<file path="src/rtl/htc_pkg.sv">
// Package for the humidity/temperature compensation block.
// Field widths, conversion constants and reciprocal factors. No dependencies.
package htc_pkg;

    localparam int TEMP_RAW_W = 14;
    localparam int HUM_RAW_W  = 12;
    localparam int TEMP_OUT_W = 12;
    localparam int HUM_OUT_W  = 10;

    // Temperature: (t - 4000) / 10, truncated toward zero.
    localparam int                    TEMP_D_W    = TEMP_RAW_W + 1;
    localparam logic [TEMP_D_W-1:0]   TEMP_OFFSET = TEMP_D_W'(4000);
    // |d| / 10 as (|d| * 52429) >> 19, exact for |d| < 2^14.
    localparam int                    DIV10_W     = 16;
    localparam int                    DIV10_SH    = 19;
    localparam logic [DIV10_W-1:0]    DIV10_MUL   = DIV10_W'(52429);
    localparam int                    TEMP_PROD_W = TEMP_RAW_W + DIV10_W;
    localparam int                    TEMP_MAG_W  = TEMP_PROD_W - DIV10_SH;

    // Humidity polynomial terms.
    localparam int                    HUM_A_W     = TEMP_RAW_W + 1;
    localparam int                    HUM_B_W     = HUM_RAW_W + 1;
    localparam logic [HUM_A_W-1:0]    HUM_T_OFS   = HUM_A_W'(6500);
    localparam logic [HUM_B_W-1:0]    HUM_H_OFS   = HUM_B_W'(125);
    localparam int                    P1_W        = HUM_A_W + HUM_B_W + 1;
    localparam int                    P2_W        = 2 * HUM_RAW_W;
    localparam int                    LIN_W       = 19;
    localparam logic [LIN_W-1:0]      HUM_LIN     = LIN_W'(405000);
    localparam int                    P3_W        = HUM_RAW_W + LIN_W;
    localparam int                    N_W         = 34;
    localparam logic signed [N_W-1:0] HUM_BIAS    = N_W'(40000000);
    localparam logic signed [N_W-1:0] N_UPPER     = N_W'(1000000000);
    localparam logic signed [N_W-1:0] N_LOWER     = N_W'(1000000);

    // floor(N / 10^6) = floor((N >> 6) / 15625); /15625 as (*C) >> 39.
    localparam int                    M_SH        = 6;
    localparam int                    M_W         = 24;
    localparam int                    RCP_W       = 26;
    localparam int                    RCP_SH      = 39;
    localparam logic [RCP_W-1:0]      RCP_MUL     = RCP_W'(35184373);
    localparam int                    Q_PROD_W    = M_W + RCP_W;

    localparam logic [HUM_OUT_W-1:0]  HUM_MAX     = HUM_OUT_W'(1000);
    localparam logic [HUM_OUT_W-1:0]  HUM_MIN     = HUM_OUT_W'(1);

    typedef logic signed [TEMP_OUT_W-1:0] t_temp;
    typedef logic [HUM_OUT_W-1:0]         t_hum;

endpackage

</file>
<file path="src/rtl/htc_if.sv">
// Valid/ready channel interfaces for raw readings and compensated results.
// Depends on htc_pkg for field widths.
interface htc_in_if
    import htc_pkg::*;
();
    logic                  valid;
    logic                  ready;
    logic [TEMP_RAW_W-1:0] raw_temperature;
    logic [HUM_RAW_W-1:0]  raw_humidity;
    logic                  sensor_error;

    modport source (output valid, output raw_temperature, output raw_humidity,
                    output sensor_error, input ready);
    modport sink   (input valid, input raw_temperature, input raw_humidity,
                    input sensor_error, output ready);
endinterface

interface htc_out_if
    import htc_pkg::*;
();
    logic  valid;
    logic  ready;
    t_temp temperature_tenths;
    t_hum  humidity_tenths;

    modport source (output valid, output temperature_tenths, output humidity_tenths,
                    input ready);
    modport sink   (input valid, input temperature_tenths, input humidity_tenths,
                    output ready);
endinterface

</file>
<file path="src/rtl/humidity_temp_compensation.sv">
// Throughput: one beat per cycle while the output is not back-pressured.
// Six register stages, each with its own valid bit; a stage loads whenever it is
// empty or the stage after it moves, so bubbles collapse under output backpressure.
// Widest step: 24x26 reciprocal multiply for /10^6 in stage 5.
// Reset (i_rst_n, synchronous, active low) clears all stage valid bits only.
// Depends on htc_pkg and the channel interfaces in htc_if.sv.
module humidity_temp_compensation
    import htc_pkg::*;
(
    input  logic      i_clk,
    input  logic      i_rst_n,
    htc_in_if.sink    i_in,
    htc_out_if.source o_out
);

    // ---------------------------------------------------------------------
    // Stage enables: a stage loads if it is empty or its successor loads.
    // ---------------------------------------------------------------------
    logic r_v1, r_v2, r_v3, r_v4, r_v5, r_v6;
    logic en1, en2, en3, en4, en5, en6;

    assign en6 = !r_v6 || o_out.ready;
    assign en5 = !r_v5 || en6;
    assign en4 = !r_v4 || en5;
    assign en3 = !r_v3 || en4;
    assign en2 = !r_v2 || en3;
    assign en1 = !r_v1 || en2;

    assign i_in.ready = en1;

    always_ff @(posedge i_clk) begin
        if (!i_rst_n) begin
            r_v1 <= 1'b0;
            r_v2 <= 1'b0;
            r_v3 <= 1'b0;
            r_v4 <= 1'b0;
            r_v5 <= 1'b0;
            r_v6 <= 1'b0;
        end else begin
            if (en1) r_v1 <= i_in.valid;
            if (en2) r_v2 <= r_v1;
            if (en3) r_v3 <= r_v2;
            if (en4) r_v4 <= r_v3;
            if (en5) r_v5 <= r_v4;
            if (en6) r_v6 <= r_v5;
        end
    end

    // ---------------------------------------------------------------------
    // Stage 1: offsets. d = t - 4000 for temperature, a = t - 6500 and
    // b = h + 125 for the humidity temperature term.
    // ---------------------------------------------------------------------
    logic signed [TEMP_D_W-1:0] r_d1;
    logic signed [HUM_A_W-1:0]  r_a1;
    logic [HUM_B_W-1:0]         r_b1;
    logic [HUM_RAW_W-1:0]       r_h1;
    logic                       r_err1;

    always_ff @(posedge i_clk) begin
        if (en1) begin
            r_d1   <= $signed({1'b0, i_in.raw_temperature} - TEMP_OFFSET);
            r_a1   <= $signed({1'b0, i_in.raw_temperature} - HUM_T_OFS);
            r_b1   <= {1'b0, i_in.raw_humidity} + HUM_H_OFS;
            r_h1   <= i_in.raw_humidity;
            r_err1 <= i_in.sensor_error;
        end
    end

    // ---------------------------------------------------------------------
    // Stage 2: the multiplies. p1 = a*b, p2 = h^2, p3 = 405000*h, and the
    // temperature magnitude times the /10 reciprocal.
    // ---------------------------------------------------------------------
    logic [TEMP_RAW_W-1:0]     n_dmag;
    logic signed [P1_W-1:0]    r_p1;
    logic [P2_W-1:0]           r_p2;
    logic [P3_W-1:0]           r_p3;
    logic [TEMP_PROD_W-1:0]    r_tq2;
    logic                      r_tneg2;
    logic                      r_err2;

    // |d| never exceeds 12383, so the low bits hold it exactly
    assign n_dmag = r_d1[TEMP_D_W-1] ? TEMP_RAW_W'(-r_d1) : r_d1[TEMP_RAW_W-1:0];

    always_ff @(posedge i_clk) begin
        if (en2) begin
            r_p1    <= P1_W'(r_a1) * P1_W'($signed({1'b0, r_b1}));
            r_p2    <= P2_W'(r_h1) * P2_W'(r_h1);
            r_p3    <= P3_W'(r_h1) * P3_W'(HUM_LIN);
            r_tq2   <= TEMP_PROD_W'(n_dmag) * TEMP_PROD_W'(DIV10_MUL);
            r_tneg2 <= r_d1[TEMP_D_W-1];
            r_err2  <= r_err1;
        end
    end

    // ---------------------------------------------------------------------
    // Stage 3: partial sums 8*p1 - 28*p2 and p3 - 4e7; temperature sign.
    // ---------------------------------------------------------------------
    logic [TEMP_MAG_W-1:0]    n_tmag;
    logic signed [N_W-1:0]    n_p2x;
    logic signed [N_W-1:0]    r_s1;
    logic signed [N_W-1:0]    r_s2;
    t_temp                    r_temp3;
    logic                     r_err3;

    assign n_tmag = r_tq2[TEMP_PROD_W-1:DIV10_SH];
    assign n_p2x  = $signed(N_W'(r_p2));

    always_ff @(posedge i_clk) begin
        if (en3) begin
            r_s1    <= (N_W'(r_p1) <<< 3) - ((n_p2x <<< 5) - (n_p2x <<< 2));
            r_s2    <= $signed(N_W'(r_p3)) - HUM_BIAS;
            r_temp3 <= r_tneg2 ? -$signed(TEMP_OUT_W'(n_tmag))
                               :  $signed(TEMP_OUT_W'(n_tmag));
            r_err3  <= r_err2;
        end
    end

    // ---------------------------------------------------------------------
    // Stage 4: N = s1 + s2.
    // ---------------------------------------------------------------------
    logic signed [N_W-1:0] r_n4;
    t_temp                 r_temp4;
    logic                  r_err4;

    always_ff @(posedge i_clk) begin
        if (en4) begin
            r_n4    <= r_s1 + r_s2;
            r_temp4 <= r_temp3;
            r_err4  <= r_err3;
        end
    end

    // ---------------------------------------------------------------------
    // Stage 5: clamp compares and the /10^6 reciprocal multiply. N >> 6 is
    // only meaningful inside the clamp window, where N < 2^30.
    // ---------------------------------------------------------------------
    logic [M_W-1:0]      n_m;
    logic [Q_PROD_W-1:0] r_q5;
    logic                r_hi5;
    logic                r_lo5;
    t_temp               r_temp5;
    logic                r_err5;

    assign n_m = r_n4[M_W+M_SH-1:M_SH];

    always_ff @(posedge i_clk) begin
        if (en5) begin
            r_q5    <= Q_PROD_W'(n_m) * Q_PROD_W'(RCP_MUL);
            r_hi5   <= r_n4 > N_UPPER;
            r_lo5   <= r_n4 < N_LOWER;
            r_temp5 <= r_temp4;
            r_err5  <= r_err4;
        end
    end

    // ---------------------------------------------------------------------
    // Stage 6: output register. Clamp select, sensor error forces zeros.
    // ---------------------------------------------------------------------
    t_hum  n_hum;
    t_temp r_temp6;
    t_hum  r_hum6;
    logic  r_err6;

    always_comb begin
        if (r_hi5) begin
            n_hum = HUM_MAX;
        end else if (r_lo5) begin
            n_hum = HUM_MIN;
        end else begin
            n_hum = r_q5[RCP_SH+HUM_OUT_W-1:RCP_SH];
        end
    end

    always_ff @(posedge i_clk) begin
        if (en6) begin
            r_temp6 <= r_err5 ? '0 : r_temp5;
            r_hum6  <= r_err5 ? '0 : n_hum;
            r_err6  <= r_err5;
        end
    end

    assign o_out.valid              = r_v6;
    assign o_out.temperature_tenths = r_temp6;
    assign o_out.humidity_tenths    = r_hum6;

`ifndef ASSERT_OFF
    a_hum_range: assert property (@(posedge i_clk) disable iff (!i_rst_n)
        r_v6 |-> (r_hum6 <= HUM_MAX))
        else $error("humidity result above 1000");

    a_hum_nonzero: assert property (@(posedge i_clk) disable iff (!i_rst_n)
        (r_v6 && !r_err6) |-> (r_hum6 != '0))
        else $error("good reading gave zero humidity");

    a_no_invent: assert property (@(posedge i_clk) disable iff (!i_rst_n)
        $rose(r_v1) |-> $past(i_in.valid))
        else $error("stage 1 filled without an input beat");

    a_stall_keeps: assert property (@(posedge i_clk) disable iff (!i_rst_n)
        (r_v6 && !o_out.ready && r_v5) |=> r_v5)
        else $error("stage 5 beat dropped during output stall");
`endif

endmodule
</file>
<file path="src/flat_wrapper.sv">
// flat-port wrapper written by rule: the top's interface ports become plain ports
module humidity_temp_compensation_flat import htc_pkg::*;
  (i_clk, i_rst_n, i_in_valid, i_in_raw_temperature, i_in_raw_humidity, i_in_sensor_error, i_in_ready, o_out_valid, o_out_temperature_tenths, o_out_humidity_tenths, o_out_ready);
  htc_in_if i_in_i ();
  htc_out_if o_out_i ();
  input  logic i_clk;
  input  logic i_rst_n;
  input wire logic [$bits(i_in_i.valid)-1:0] i_in_valid;
  input wire logic [$bits(i_in_i.raw_temperature)-1:0] i_in_raw_temperature;
  input wire logic [$bits(i_in_i.raw_humidity)-1:0] i_in_raw_humidity;
  input wire logic [$bits(i_in_i.sensor_error)-1:0] i_in_sensor_error;
  output wire logic [$bits(i_in_i.ready)-1:0] i_in_ready;
  output wire logic [$bits(o_out_i.valid)-1:0] o_out_valid;
  output wire logic [$bits(o_out_i.temperature_tenths)-1:0] o_out_temperature_tenths;
  output wire logic [$bits(o_out_i.humidity_tenths)-1:0] o_out_humidity_tenths;
  input wire logic [$bits(o_out_i.ready)-1:0] o_out_ready;
  assign i_in_i.valid = i_in_valid;
  assign i_in_i.raw_temperature = i_in_raw_temperature;
  assign i_in_i.raw_humidity = i_in_raw_humidity;
  assign i_in_i.sensor_error = i_in_sensor_error;
  assign i_in_ready = i_in_i.ready;
  assign o_out_valid = o_out_i.valid;
  assign o_out_temperature_tenths = o_out_i.temperature_tenths;
  assign o_out_humidity_tenths = o_out_i.humidity_tenths;
  assign o_out_i.ready = o_out_ready;
  humidity_temp_compensation u_core (.i_clk(i_clk), .i_rst_n(i_rst_n), .i_in(i_in_i), .o_out(o_out_i));
endmodule
</file>
<file path="config.mk">
export PLATFORM = sky130hd
export DESIGN_NAME = humidity_temp_compensation_flat
export DESIGN_NICKNAME = d
export VERILOG_FILES = /design/src/rtl/htc_pkg.sv /design/src/rtl/htc_if.sv /design/src/rtl/humidity_temp_compensation.sv /design/src/flat_wrapper.sv
export SDC_FILE = /design/constraint.sdc
export NUM_CORES = 2
export LEC_CHECK = 0
export BUFFER_PORTS_ARGS = -buffer_cell sky130_fd_sc_hd__buf_2
export CORE_AREA = 2 2 334 336
export DETAILED_ROUTE_END_ITERATION = 6
export DIE_AREA = 0 0 336 338
export PLACE_DENSITY = 0.51
export SLEW_MARGIN = 0
export SYNTH_ARGS = -nofsm -noshare
export SYNTH_HDL_FRONTEND = slang
export SYNTH_SLANG_ARGS = --single-unit
</file>
<file path="constraint.sdc">
create_clock -name i_clk -period 16 [get_ports i_clk]
set_clock_uncertainty 0.05 [all_clocks]
set_input_delay 1.6 -clock i_clk [delete_from_list [all_inputs] [get_ports i_clk]]
set_output_delay 1.6 -clock i_clk [all_outputs]
set_load 0.01 [all_outputs]
</file>
==> reports/results.ini <==
[status]
status = complete, no violations

[logic_synthesis]
yosys_most_used_dff = edfxtp_1
synth_top_cell_by_area = fa_1
synth_cells = 3912
syn_nets = 5177
yosysWarnings = 0
netlist_area_sq_um = 41500
syn_area_per_cell_sq_um = 10.6
synth_edf_count = 310
synth-seq-cells = 316
ys_seq_area_share_pct = 22.7
synthTopCellsByArea = fa_1 (28%), edfxtp_1 (22%), ha_1 (20%)
synth-async-reset-ratio_pct = 0
netlist.area_leader.share_pct = 27.9
synthDistinctLibCells = 69

[cts]
cts.clk_slew.worst_paths_ns = 0.06
clock_sinks = 316
cts.path.max_buffers = 3
ctsHoldBuffers = 0
clk_latency_ns = 0.58
htreeDepth = 2
clock-root-buffer = clkbuf_16
post_cts_buffers = 0
numCtsBuffers = 40
cts_resized = 0
cts_tree = yes

[min_path]
hold_class = reg2reg
worstHoldStart = u_core.r_temp4[2]

[sta]
finalSetupTns_ns = 0
worstMarginPinSlew_ns = 0.996
relSlewSlack_pct = 33.6
clock.fmax_ghz = 0.127
setup_viol = 0
maxSlewViolCount = 0
finalHoldViolations = 0
rsz0062_at_grt = false
fin_crit_sh_pct = 49.1
period_minus_slack_ns = 7.85

[worst_setup_path]
cp.required_ns = 16.27
cp_slowest_stage_delay_ns = 0.72
end_kind = flip-flop
crit_top_cell = inv_1
cp_max_fo = 20
crit_slowest_cell = edfxtp_1
worst_setup_path_start_kind = flip-flop
worst-setup-path-type = reg2reg
critPathLaunch = u_core.r_a1[0]
crit_arrival_ns = 8.12
r2r-start = u_core.r_a1[0]

[floorplanning]
initial_core_util_pct = 37.7
pin_count = 55
die_area_sq_um = 114000
num_rows = 122
die_x_microns = 336
fp.dieH_microns = 338
coreArea_sq_um = 110000

[final_layout]
area_growth_pct = 8.08
antenna_cells = 0
drive_above_1_share_pct = 3.98
nNetsFinal = 5235

[global_route]
grt_pass1_vias = 27668
grtUsageTotal_pct = 17.3
grt_pass1_wl_microns = 153000
grt_max_degree = 69
antenna_found_initial = 3
grt_overflow = 0

[route]
viasPerCell = 4.76
dr.pass1.iters = 5
drc = 0
wl_per_cell_microns = 17.2
drtAntennaViolNets = 0
dr.first_iter.drc_count = 1263
routed_wl_microns = 94500
vias = 26139

[place]
place_hpwl_microns = 80600
place_congestion = 0.868
io_buffers = 54

[run]
drv_cap = 0

## registers in the layout (all words and copies together) (netlist names), 10 cells and up
signal / flops
u_core.r_tq2: 11
u_core.r_s1: 30
u_core.o_out.humidity_tenths: 10
u_core.r_h1: 12
u_core.r_s2: 29
u_core.r_b1: 13
u_core.r_p2: 23
u_core.r_p1: 29
u_core.r_n4: 32
u_core.o_out.temperature_tenths: 12
u_core.r_q5: 10
u_core.r_a1: 15
u_core.r_temp3: 12
u_core.r_temp4: 12
u_core.r_temp5: 12
u_core.r_p3: 27
u_core.r_d1: 13
## placed cells by master (no fill, tap or decap), drive strengths merged, types with 29 or more instances in the layout
cell    instances
buf            65
clkbuf         46
nand3          32
xor2           77
and2          120
inv           865
a21o           82
nand2b         29
fa            577
ha            657
edfxtp        310
xnor2         157
nand2         237
o21ai          97
nor2          113
nor3           43
nor2b          31
a21oi         150
## worst max-delay path, delay by kind of cell, from the launching register on
kind / cells / cell delay [ns]
adders and majority gates: 8 / 3.25
and+or+nand+nor: 7 / 1.55
buffers and inverters: 7 / 0.78
DFF: 1 / 0.72
AOI/OAI and AO/OA: 3 / 0.68
xor gates and xnor gates: 2 / 0.53
## cell families (layout without fill, tap and decap cells)
| kind of cell | after synthesis | count (layout) | synth area share (%) |
|---|---|---|---|
| and+or+nand+nor | 712 | 712 | 8.51 |
| buffers and inverters | 908 | 995 | 8.22 |
| xor gates and xnor gates | 234 | 234 | 4.96 |
| AOI/OAI and AO/OA | 505 | 505 | 7.83 |
| adders and majority gates | 1234 | 1234 | 47.7 |
| muxes | 3 | 3 | 0.0754 |
| DFF | 316 | 316 | 22.7 |
## cells in the mapped netlist (all sizes together), types with 12 or more instances
cell and instances:
a211oi 23, a21o 82, a21oi 150, a31oi 24, and2 120, and3 22
clkbuf 47, edfxtp 310, fa 577, ha 657, inv 859, nand2 237
nand2b 29, nand3 32, nand4 15, nor2 113, nor2b 31, nor3 43
o21a 17, o21ai 97, o21bai 15, o31ai 12, or2 18, or3 18
xnor2 157, xor2 77
## worst paths after layout
kind	endpoint	slack, ns	cells after the start
worst max-delay path	u_core.r_tq2[26]	8.15	27
worst max register to register	u_core.r_tq2[26]	8.15	27
worst min-delay path	u_core.r_temp5[2]	0.37	0
worst min register to register	u_core.r_temp5[2]	0.37	0
## per-layer routing
| layer | GRT usage, % | vias up | part of all wire [%] |
|---|---|---|---|
| li1 | - | 12874 | - |
| met1 | 23.2 | 12884 | 46 |
| met2 | 30.4 | 300 | 49 |
| met3 | 1.97 | 81 | 2.8 |
| met4 | 3.41 | 0 | 1.7 |
| met5 | 0 | - | 0 |
## cell type report
cell class,instances,area [sq um]
Inverter,859,3220
Clock buffer,46,1040
Sequential cell,316,9430
Timing Repair Buffer,65,353
Multi-Input combinational cell,2688,28700
Fill cell,10752,65200
Clock inverter,25,258
Tap cell,1488,1860
## per-stage QoR
| stage | std cells | hold slack [ns] | setup slack, ns | area (sq um) | util (%) |
|---|---|---|---|---|---|
| 2_1_floorplan | 3912 | 0.350 | 8.96 | 41500 | - |
| 3_3_place_gp | 5416 | 0.351 | 8.10 | 43500 | 39.5 |
| 3_5_place_dp | 5416 | 0.355 | 8.11 | 43500 | 39.5 |
| 4_1_cts | 5487 | 0.368 | 8.06 | 44800 | 40.7 |
| 5_1_grt | 5487 | 0.373 | 7.46 | 44800 | 40.7 |
| 6_report | 5487 | 0.367 | 8.15 | 44800 | 40.7 |
Power is not shown: default switching activity piles up to over one toggle a cycle in this logic, so the estimate is an artifact.
